`src/hdl/nqb_pkg.sv`:
```
// ----------------------------------------------------------------------------
// nqb_pkg
// Shared constants for the N-queens backtracking solver and its checker.
// ----------------------------------------------------------------------------
`default_nettype none

package nqb_pkg;

   // Largest board the search storage is sized for.
   localparam int MAX_SIZE_DEFAULT = 16;

   // Field widths on the stream ports.
   localparam int BOARD_SIZE_W = 5;
   localparam int ROW_INDEX_W  = 4;
   localparam int QUEEN_COL_W  = 4;
   localparam int REQ_TDATA_W  = 8;
   localparam int RSP_TDATA_W  = 8;

endpackage

`default_nettype wire

```
`src/hdl/n_queens_backtrack_solver.sv`:
```
// ----------------------------------------------------------------------------
// n_queens_backtrack_solver
// Depth-first N-queens search with one shared conflict checker and a small
// placement memory.
// ----------------------------------------------------------------------------
// A request beat carries a board size (sizes above MAX_SIZE are clamped). The
// block searches for the first placement with the row 0 queen in column 0,
// then sends one response beat per row (tuser = 1, tlast on the final row),
// or one beat with tuser = 0, zero data and tlast set when no placement exists.
// Only one request is handled at a time: req_tready stays low from acceptance
// until the final response beat is taken. Search time is data dependent: each
// test of a candidate column against the queens above it walks the earlier
// rows in turn, because the single comparator reads one placed queen per cycle
// from the placement memory.
`default_nettype none

module n_queens_backtrack_solver
   import nqb_pkg::*;
#(
   parameter int MAX_SIZE = MAX_SIZE_DEFAULT
) (
   input  wire logic                   clock,
   input  wire logic                   reset,
   // req_tdata: [4:0] board_size, [7:5] zero
   input  wire logic [REQ_TDATA_W-1:0] req_tdata,
   input  wire logic                   req_tvalid,
   output logic                        req_tready,
   // rsp_tdata: [3:0] row_index, [7:4] queen_column
   output logic [RSP_TDATA_W-1:0]      rsp_tdata,
   // rsp_tuser: [0] found
   output logic                        rsp_tuser,
   output logic                        rsp_tlast,
   output logic                        rsp_tvalid,
   input  wire logic                   rsp_tready
);

   localparam int CNT_W = $clog2(MAX_SIZE + 1);
   localparam int COL_W = (MAX_SIZE > 1) ? $clog2(MAX_SIZE) : 1;
   localparam int CMP_W = CNT_W + 1;
   localparam logic [5:0] MAX_SIZE6 = 6'(MAX_SIZE);

   typedef enum logic [6:0] {
      ST_IDLE     = 7'b0000001,
      ST_TRY      = 7'b0000010,
      ST_CHECK    = 7'b0000100,
      ST_BACK     = 7'b0001000,
      ST_OUT_RD   = 7'b0010000,
      ST_OUT_LOAD = 7'b0100000,
      ST_OUT_WAIT = 7'b1000000
   } state_type;

   state_type              state_ff, state_in;
   logic [CNT_W-1:0]       n_ff, n_in;
   logic [CNT_W-1:0]       row_ff, row_in;
   logic [CNT_W-1:0]       cand_ff, cand_in;
   logic [CNT_W-1:0]       idx_ff, idx_in;
   logic [CNT_W-1:0]       out_row_ff, out_row_in;

   logic [COL_W-1:0]       placed_column_ff [MAX_SIZE];
   logic [COL_W-1:0]       rd_data_ff;
   logic [COL_W-1:0]       rd_addr;
   logic                   wr_en;
   logic [COL_W-1:0]       wr_addr;
   logic [COL_W-1:0]       wr_data;

   logic                   rsp_valid_ff, rsp_valid_in;
   logic                   rsp_found_ff, rsp_found_in;
   logic                   rsp_last_ff, rsp_last_in;
   logic [ROW_INDEX_W-1:0] rsp_row_ff, rsp_row_in;
   logic [QUEEN_COL_W-1:0] rsp_col_ff, rsp_col_in;

   logic [5:0]             size_sat;
   logic                   req_fire;
   logic                   rsp_fire;
   logic [CMP_W-1:0]       p_w, c_w, d_w;
   logic                   conflict;
   logic [CNT_W+3:0]       row_ext;
   logic [COL_W+3:0]       col_ext;

   assign req_fire = req_tvalid && req_tready;
   assign rsp_fire = rsp_valid_ff && rsp_tready;

   assign size_sat = ({1'b0, req_tdata[BOARD_SIZE_W-1:0]} > MAX_SIZE6)
                     ? MAX_SIZE6 : {1'b0, req_tdata[BOARD_SIZE_W-1:0]};

   // Shared conflict check: the queen read from memory against the candidate.
   assign p_w = CMP_W'(rd_data_ff);
   assign c_w = CMP_W'(cand_ff);
   assign d_w = CMP_W'(row_ff - idx_ff);
   assign conflict = (p_w == c_w) || (p_w + d_w == c_w) || (c_w + d_w == p_w);

   assign row_ext = {4'b0, out_row_ff};
   assign col_ext = {4'b0, rd_data_ff};

   always_comb begin
      state_in     = state_ff;
      n_in         = n_ff;
      row_in       = row_ff;
      cand_in      = cand_ff;
      idx_in       = idx_ff;
      out_row_in   = out_row_ff;
      rd_addr      = '0;
      wr_en        = 1'b0;
      wr_addr      = '0;
      wr_data      = '0;
      rsp_valid_in = rsp_valid_ff;
      rsp_found_in = rsp_found_ff;
      rsp_last_in  = rsp_last_ff;
      rsp_row_in   = rsp_row_ff;
      rsp_col_in   = rsp_col_ff;

      unique case (state_ff)
         ST_IDLE: begin
            if (req_fire) begin
               n_in = size_sat[CNT_W-1:0];
               if (size_sat == 6'd0) begin
                  rsp_valid_in = 1'b1;
                  rsp_found_in = 1'b0;
                  rsp_last_in  = 1'b1;
                  rsp_row_in   = '0;
                  rsp_col_in   = '0;
                  state_in     = ST_OUT_WAIT;
               end else begin
                  wr_en    = 1'b1;
                  row_in   = CNT_W'(1);
                  cand_in  = '0;
                  state_in = ST_TRY;
               end
            end
         end
         ST_TRY: begin
            if (row_ff == n_ff) begin
               out_row_in = '0;
               state_in   = ST_OUT_RD;
            end else if (cand_ff >= n_ff) begin
               row_in  = row_ff - CNT_W'(1);
               rd_addr = COL_W'(row_ff - CNT_W'(1));
               if (row_ff == CNT_W'(1)) begin
                  // Row 1 ran out of columns: the whole tree is exhausted.
                  rsp_valid_in = 1'b1;
                  rsp_found_in = 1'b0;
                  rsp_last_in  = 1'b1;
                  rsp_row_in   = '0;
                  rsp_col_in   = '0;
                  state_in     = ST_OUT_WAIT;
               end else begin
                  state_in = ST_BACK;
               end
            end else begin
               idx_in   = '0;
               rd_addr  = '0;
               state_in = ST_CHECK;
            end
         end
         ST_CHECK: begin
            rd_addr = COL_W'(idx_ff + CNT_W'(1));
            if (conflict) begin
               cand_in  = cand_ff + CNT_W'(1);
               state_in = ST_TRY;
            end else if (idx_ff + CNT_W'(1) == row_ff) begin
               wr_en    = 1'b1;
               wr_addr  = COL_W'(row_ff);
               wr_data  = COL_W'(cand_ff);
               row_in   = row_ff + CNT_W'(1);
               cand_in  = '0;
               state_in = ST_TRY;
            end else begin
               idx_in = idx_ff + CNT_W'(1);
            end
         end
         ST_BACK: begin
            cand_in  = CNT_W'(rd_data_ff) + CNT_W'(1);
            state_in = ST_TRY;
         end
         ST_OUT_RD: begin
            rd_addr  = COL_W'(out_row_ff);
            state_in = ST_OUT_LOAD;
         end
         ST_OUT_LOAD: begin
            rsp_valid_in = 1'b1;
            rsp_found_in = 1'b1;
            rsp_last_in  = (out_row_ff + CNT_W'(1) == n_ff);
            rsp_row_in   = row_ext[3:0];
            rsp_col_in   = col_ext[3:0];
            state_in     = ST_OUT_WAIT;
         end
         ST_OUT_WAIT: begin
            if (rsp_fire) begin
               rsp_valid_in = 1'b0;
               if (rsp_last_ff) begin
                  state_in = ST_IDLE;
               end else begin
                  out_row_in = out_row_ff + CNT_W'(1);
                  state_in   = ST_OUT_RD;
               end
            end
         end
         default: begin
            state_in = ST_IDLE;
         end
      endcase
   end

   always_ff @(posedge clock) begin
      if (reset) begin
         state_ff     <= ST_IDLE;
         rsp_valid_ff <= 1'b0;
         row_ff       <= '0;
      end else begin
         state_ff     <= state_in;
         rsp_valid_ff <= rsp_valid_in;
         row_ff       <= row_in;
      end
   end

   always_ff @(posedge clock) begin
      n_ff         <= n_in;
      cand_ff      <= cand_in;
      idx_ff       <= idx_in;
      out_row_ff   <= out_row_in;
      rsp_found_ff <= rsp_found_in;
      rsp_last_ff  <= rsp_last_in;
      rsp_row_ff   <= rsp_row_in;
      rsp_col_ff   <= rsp_col_in;
   end

   // Placement memory: one write port, one registered read port.
   always_ff @(posedge clock) begin
      if (wr_en) begin
         placed_column_ff[wr_addr] <= wr_data;
      end
      rd_data_ff <= placed_column_ff[rd_addr];
   end

   assign req_tready = (state_ff == ST_IDLE);
   assign rsp_tvalid = rsp_valid_ff;
   assign rsp_tdata  = {rsp_col_ff, rsp_row_ff};
   assign rsp_tuser  = rsp_found_ff;
   assign rsp_tlast  = rsp_last_ff;

endmodule

`default_nettype wire

```
`config.mk`:
```
export PLATFORM = sky130hd
export DESIGN_NAME = n_queens_backtrack_solver
export DESIGN_NICKNAME = d
export VERILOG_FILES = /design/src/hdl/nqb_pkg.sv /design/src/hdl/n_queens_backtrack_solver.sv
export SDC_FILE = /design/constraint.sdc
export NUM_CORES = 1
export LEC_CHECK = 0
export BUFFER_PORTS_ARGS = -buffer_cell sky130_fd_sc_hd__buf_2
export CORE_ASPECT_RATIO = 2
export CORE_MARGIN = 4
export CORE_UTILIZATION = 30
export DETAILED_ROUTE_END_ITERATION = 10
export PLACE_DENSITY = 0.45
export SLEW_MARGIN = 25
export SYNTH_ARGS = -nofsm -noshare
export SYNTH_HDL_FRONTEND = slang
export SYNTH_SLANG_ARGS = --single-unit
```
`constraint.sdc`:
```
create_clock -name clock -period 9.8 [get_ports clock]
set_input_delay 1.47 -clock clock [delete_from_list [all_inputs] [get_ports clock]]
set_output_delay 1.47 -clock clock [all_outputs]
set_load 0.02 [all_outputs]
```
== Yosys cells after proc, flatten, opt, wreduce, memory -nomap -nowiden ==
Memories as Yosys holds them, arrays and structs flattened. A register that Yosys moved wholly into a read port is not among the register bits.
Index checks and enable logic that the tools add are counted.

* Mux-type cells: 69
* Bitwise gates (word level): 0
* Div/mod/pow operators: 0
* $lt $le $gt $ge: 2
* Equality and inequality tests: 28
* $mul: 0
* Shifts and indexed selects: 0
* Add/subtract/negate cells: 9
* Reductions and logical operators: 19

{| class="wikitable"
|+ Operators with widths
! cell !! count
|-
| $mux 5 || 19
|-
| $mux 7 || 8
|-
| $mux 4 || 13
|-
| $pmux 7 s7 || 1
|-
| $pmux 4 s3 || 3
|-
| $pmux 5 s3 || 2
|-
| $ne 2x2->1 const B || 11
|-
| $add 5x1->5 const B || 4
|-
| $pmux 5 s2 || 2
|-
| $mux 1 || 17
|-
| $eq 5x5->1 || 3
|-
| $reduce_and 7->1 || 2
|-
| $reduce_bool 3->1 || 3
|-
| $reduce_and 4->1 || 2
|-
| $eq 7x1->1 const B || 1
|-
| $eq 7x2->1 const B || 1
|-
| $eq 7x3->1 const B || 1
|-
| $eq 7x4->1 const B || 1
|-
| $eq 7x5->1 const B || 1
|-
| $eq 7x6->1 const B || 1
|-
| $eq 7x7->1 const B || 1
|-
| $add 4x6->6 || 1
|-
| $add 5x6->6 || 1
|-
| $eq 6x4->1 || 1
|-
| other kinds (22) || 27
|}

* Logic and storage cells: 139
* Register bits after elaboration: 43
* Input bits: 12
* Bits in latches: 0
* Memories: 1
* RAM bits: 64
* Memory bits (read-only): 0

{| class="wikitable"
|+ Memories
! name !! words !! bits a word !! read ports !! clocked after memory_dff !! write ports !! line !! source
|-
| placed_column_ff || 16 || 4 || 1 || 1 || 1 || n_queens_backtrack_solver.sv:59 || <nowiki>logic [COL_W-1:0] placed_column_ff [MAX_SIZE];</nowiki>
|}

== Depth between registers and ports, before layout ==
* Depth in word-level cells: 9
* Mapped depth: 17
* Gate-level depth less buffers: 15

== Worst setup path before layout ==
Ideal clock, no wire load.

* Kind: register to register
* Start point: reg row_ff[0]
* End point: mem placed_column_ff[3][0] (netlist bit), enable pin
* Clock period less this slack: 4027 ps
* Stages on the path, launching flop included: 17
* Slack: 5773 ps
* Buffers on the path: 1
* Required time: 9439 ps
* Data arrival time: 3666 ps
* Library setup time: 361 ps
* Cells stage by stage: dfxtp_1 buf_2 inv_1 ha_1 fa_1 nand2b_1 a21oi_1 xor2_1 ha_1 nand2_1 a21oi_1 a211o_1 a31oi_1 a31oi_4 nor4_4 o2111ai_1 nor3_1

* Longest elaborated chain between the ends: 9
* Elaborated cells on any way between the ends: 16
* Classes of those cells: add/sub (3); eq/ne (3); mux (8); reduce/logical (2)

{| class="wikitable"
|+ RTL lines
! element !! line !! source
|-
| start, declared || n_queens_backtrack_solver.sv:54 || <nowiki>logic [CNT_W-1:0] row_ff, row_in;</nowiki>
|-
| start signal, assigned || n_queens_backtrack_solver.sv:212 || <nowiki>row_ff <= row_in;</nowiki>
|-
| $sub 5x5->6 || n_queens_backtrack_solver.sv:89 || <nowiki>assign d_w = CMP_W'(row_ff - idx_ff);</nowiki>
|-
| $add 4x6->6 || n_queens_backtrack_solver.sv:90 || <nowiki>assign conflict = (p_w == c_w) || (p_w + d_w == c_w) || (c_w + d_w == p_w);</nowiki>
|-
| $eq 6x5->1 || n_queens_backtrack_solver.sv:90 ||
|-
| $logic_or 1x1->1 (2 in a row) || n_queens_backtrack_solver.sv:90 ||
|-
| $mux 1 || n_queens_backtrack_solver.sv:157 || <nowiki>if (conflict) begin</nowiki>
|-
| $pmux 1 s2 || n_queens_backtrack_solver.sv:112 || <nowiki>unique case (state_ff)</nowiki>
|-
| $mux 1 || n_queens_backtrack_solver.sv:229 || <nowiki>if (wr_en) begin</nowiki>
|-
| $mux 1 (not written as such) || n_queens_backtrack_solver.sv:230 || <nowiki>placed_column_ff[wr_addr] <= wr_data;</nowiki>
|-
| end, declared || n_queens_backtrack_solver.sv:59 ||
|}

Parallel ways exist; a longest one is shown, timed or not.

== Final worst setup path ==
* Start point: reg row_ff[0]
* End point: mem placed_column_ff[3][2] (netlist bit), enable pin

Same word-level chain as after synthesis.

==> out/results.tsv <==
stage	metric	value	unit
route	TritonRoute pass-1 iters	4	
route	DRT Wirelength	16.58	mm
setup_path	Worst setup EP type	flip-flop	
cts	clk_lat worst skew	0.36	ns
power_and_ir_drop	Logic pwr share	0.378	
power_and_ir_drop	cell internal pwr	0.001096	W
cts	CTS Sinks	111	
global_route	largest net degree at the start of global routing	33	
synthesis	sequential area share after synthesis	0.5172	
cts	post-CTS setup buffer count	0	
setup_path	CP required	9.80	ns
placed_design	RD Place Congestion	0.8568	
setup_path	Reg2Reg Depth	15	
cts	hold_buf cts	0	
synthesis	net count after synthesis	602	
synthesis	flops & latches, synth	111	
setup_path	critical path's slowest cell	dfxtp_1	
sta	Max Freq	0.2000	GHz
sta	Setup violations, final	0	
synthesis	Post-Synthesis Cells	560	
flow_run	Max-Cap Viols	0	
route	Routed Antenna Nets	0	
placed_design	port buffer count	20	
power_and_ir_drop	P_sw	0.0006323	W
global_route	vias in the first global route	4410	
cts	# resized after CTS	0	
cts	CTS tree	yes	
cts	cts bufs inserted	9	
cts	# H-tree levels	3	
setup_path	Largest stage delay, worst path	0.65	ns
floorplan	core box area	20000	um2
global_route	grt total ovfl	0	
floorplan	# IOs	24	
placed_design	HPWL Detailed	13.04	mm
sta	clk_skew	0.009327	ns
power_and_ir_drop	maximum VDD drop	0.00009629	V
setup_path	r2r endpoint	placed_column_ff[3][2]	
synthesis	Synth cell types	74	
setup_path	Setup Crit Path Kind	flip-flop to flip-flop	
global_route	first-pass GRT wire length	25.29	mm
finish	ant diodes	0	
floorplan	total die area	22870	um2
setup_path	reg2reg start	row_ff[0]	
synthesis	Synth area leader	edfxtp_1	
power_and_ir_drop	pwr/cell area	253.0	nW/um2
finish	Post-layout nets	616	
power_and_ir_drop	sequential power share	0.376	
finish	area delta synth->final	11.72	%
setup_path	Crit. Startpoint	row_ff[0]	
synthesis	Synth Cell Area	6116	um2
sta	Tcrit/Tclk final	0.5102	
min_path	worst hold path type	flip-flop to flip-flop	
setup_path	crit path cell chain	inv_1 > ha_1 > fa_1 > nand2b_1 > a21oi_1 > xor2_1 > ha_1 > nand2_1 > a21oi_1 > a211o_1 > a31oi_1 > a31oi_4 > nor4_4 > o2111ai_1 > nor3_1	
setup_path	Critical Path Fanout Max	12	
sta	unrepaired setup endpoints after global routing	no	
route	Vias	4323	
cts	clock slew at reported path FFs	0.07	ns
power_and_ir_drop	LEAKAGE	2.525	nW
sta	Pins Over Slew Limit	0	
sta	Final Hold Vio Count	0	
power_and_ir_drop	clock power share	0.246	
finish	layout cells sized above 1	0.1019	
sta	Tmin final	5.000	ns
cts	clk buf depth	2	
global_route	initial antenna violation count	0	
sta	Fin Setup TNS	0	ns
setup_path	FF-to-FF setup slack	4.80	ns
sta	Slew @ Worst Pin	1.016	ns
setup_path	Critical Path AT	5.00	ns
floorplan	die height	209.9	um
synthesis	Synth area leaders	edfxtp_1, dfxtp_1, ha_1	
global_route	gr usage total	0.1520	
sta	Setup WS post-layout	4.800	ns
cts	Root Driver	clkbuf_16	
floorplan	Starting Density	0.3057	
route	wire per inst	19.71	um
floorplan	Die W	109.0	um
run_status	status	finished, final reports clean	
synthesis	Async SR Flop Fraction	0	
setup_path	CP startpoint kind	flip-flop	
setup_path	Critical Path End	placed_column_ff[3][2]	
route	DR iter-0 viols	213	
route	Via density	5.140	
synthesis	Avg Cell Area, Syn	10.92	um2
synthesis	Post-synth top flop	edfxtp_1	
sta	relative max-transition margin	0.3227	
power_and_ir_drop	switch share	0.3657	
floorplan	# rows	73	
placed_design	pre-CTS setup slack	4.803	ns
synthesis	Synth top area share	0.4615	
synthesis	Synth Warn #	0	
route	DRC Markers	0	
synthesis	Post-synth EDFFs	94	
## state kept, by name, indices dropped and copies added (netlist names)
name	count
cand_ff	5
idx_ff	5
n_ff	5
out_row_ff	5
placed_column_ff	64
rd_data_ff	4
row_ff	5
rsp_col_ff	4
rsp_row_ff	4
rsp_tlast	1
rsp_tuser	1
rsp_tvalid	1
state_ff	7
## final cells by class
| cell class | count | area (um2) |
|---|---|---|
| clock buffer | 13 | 260.3 |
| clock inverter | 3 | 90.09 |
| fill | 1995 | 13170 |
| inverter | 16 | 60.06 |
| multi-input combinational | 409 | 2779 |
| sequential | 111 | 3163 |
| tap | 262 | 327.8 |
| timing repair buffer | 27 | 152.6 |
## kinds of logic (layout without fill, tap and decap cells)
family	Yosys count	in the layout	share of synthesized area
muxes	8	8	0.01309
xor gates and xnor gates	47	47	0.06956
buffers and inverters	40	59	0.02946
and+or+nand+nor	215	215	0.1823
AOI/OAI and AO/OA	109	109	0.1234
adders and majority gates	30	30	0.06506
DFF	111	111	0.5172
## synth_stat cells, types with 11 or more instances
master / instances
a21oi_1: 41
nand2_1: 63
nor2_1: 46
xor2_1: 18
edfxtp_1: 94
ha_1: 27
nor3_1: 11
inv_1: 16
and2_1: 13
clkbuf_1: 11
nand3_1: 35
xnor2_1: 28
dfxtp_1: 17
## worst min path at each step
stage / slack (ns) / start / endpoint / cells past startpoint
3_3_place_gp: 0.50 / rsp_tvalid / rsp_tvalid / 2
4_1_cts: 0.53 / rsp_tvalid / rsp_tvalid / 2
5_1_grt: 0.55 / rsp_tvalid / rsp_tvalid / 2
2_1_floorplan: 0.53 / placed_column_ff[11][2] / rd_data_ff[2] / 4
6_report: 0.54 / rsp_tvalid / rsp_tvalid / 2
3_5_place_dp: 0.51 / rsp_tvalid / rsp_tvalid / 2
## power groups by stage
stage,Clock (W),Sequential [W],Combinational [W]
2_1_floorplan,0,0.000630,0.000511
3_3_place_gp,0,0.000661,0.000642
3_5_place_dp,0,0.000661,0.000657
4_1_cts,0.000438,0.000651,0.000660
5_1_grt,0.000458,0.000657,0.000734
6_report,0.000425,0.000650,0.000654
## worst max-delay path: cells and delay by family (launching register included)
kind	cells	cell delay, ns
AOI/OAI and AO/OA	6	1.20
and+or+nand+nor	4	1.20
DFF	1	0.65
buffers and inverters	1	0.25
xor gates and xnor gates	1	0.29
adders and majority gates	3	1.05
## stage by stage
step,utilization,hold WS [ns],instances,total power [W],area [um2]
final,0.3416,0.5443,841,0.001729,6833
after global routing,0.3416,0.5473,841,0.001849,6833
after CTS,0.3416,0.5350,841,0.001749,6833
after detailed placement,0.3241,0.5139,825,0.001318,6482
after global placement,0.3241,0.5041,825,0.001303,6482
after floorplan,-,0.5311,560,0.001141,6116
## layout by cell type, fill, tap and decap left out, types with 5 or more instances in the layout
| cell type | netlist | routed |
|---|---|---|
| a21oi_1 | 41 | 41 |
| nand3_1 | 35 | 35 |
| a221oi_1 | 9 | 9 |
| nand4_1 | 5 | 5 |
| a31oi_1 | 5 | 5 |
| nor2_1 | 46 | 46 |
| inv_1 | 16 | 16 |
| buf_4 | 1 | 7 |
| o21ai_0 | 9 | 8 |
| ha_1 | 27 | 27 |
| xor2_1 | 18 | 18 |
| xnor2_1 | 28 | 28 |
| buf_2 | 9 | 20 |
| nand2b_1 | 6 | 6 |
| and2_1 | 13 | 13 |
| nor2b_1 | 8 | 8 |
| edfxtp_1 | 94 | 94 |
| clkbuf_16 | 0 | 9 |
| nand2_1 | 63 | 63 |
| dfxtp_1 | 17 | 17 |
| mux2i_1 | 8 | 8 |
| nor3_1 | 11 | 11 |
## per-layer routing
| layer | vias to the layer above | wire length, um | GRT usage |
|---|---|---|---|
| met5 | - | 0 | 0 |
| met4 | 0 | 922 | 0.09634 |
| met3 | 40 | 367 | 0.02031 |
| met2 | 72 | 9746 | 0.2998 |
| met1 | 2125 | 5539 | 0.1379 |
| li1 | 2086 | - | - |
Note: power is estimated with default switching activity, not from simulation.
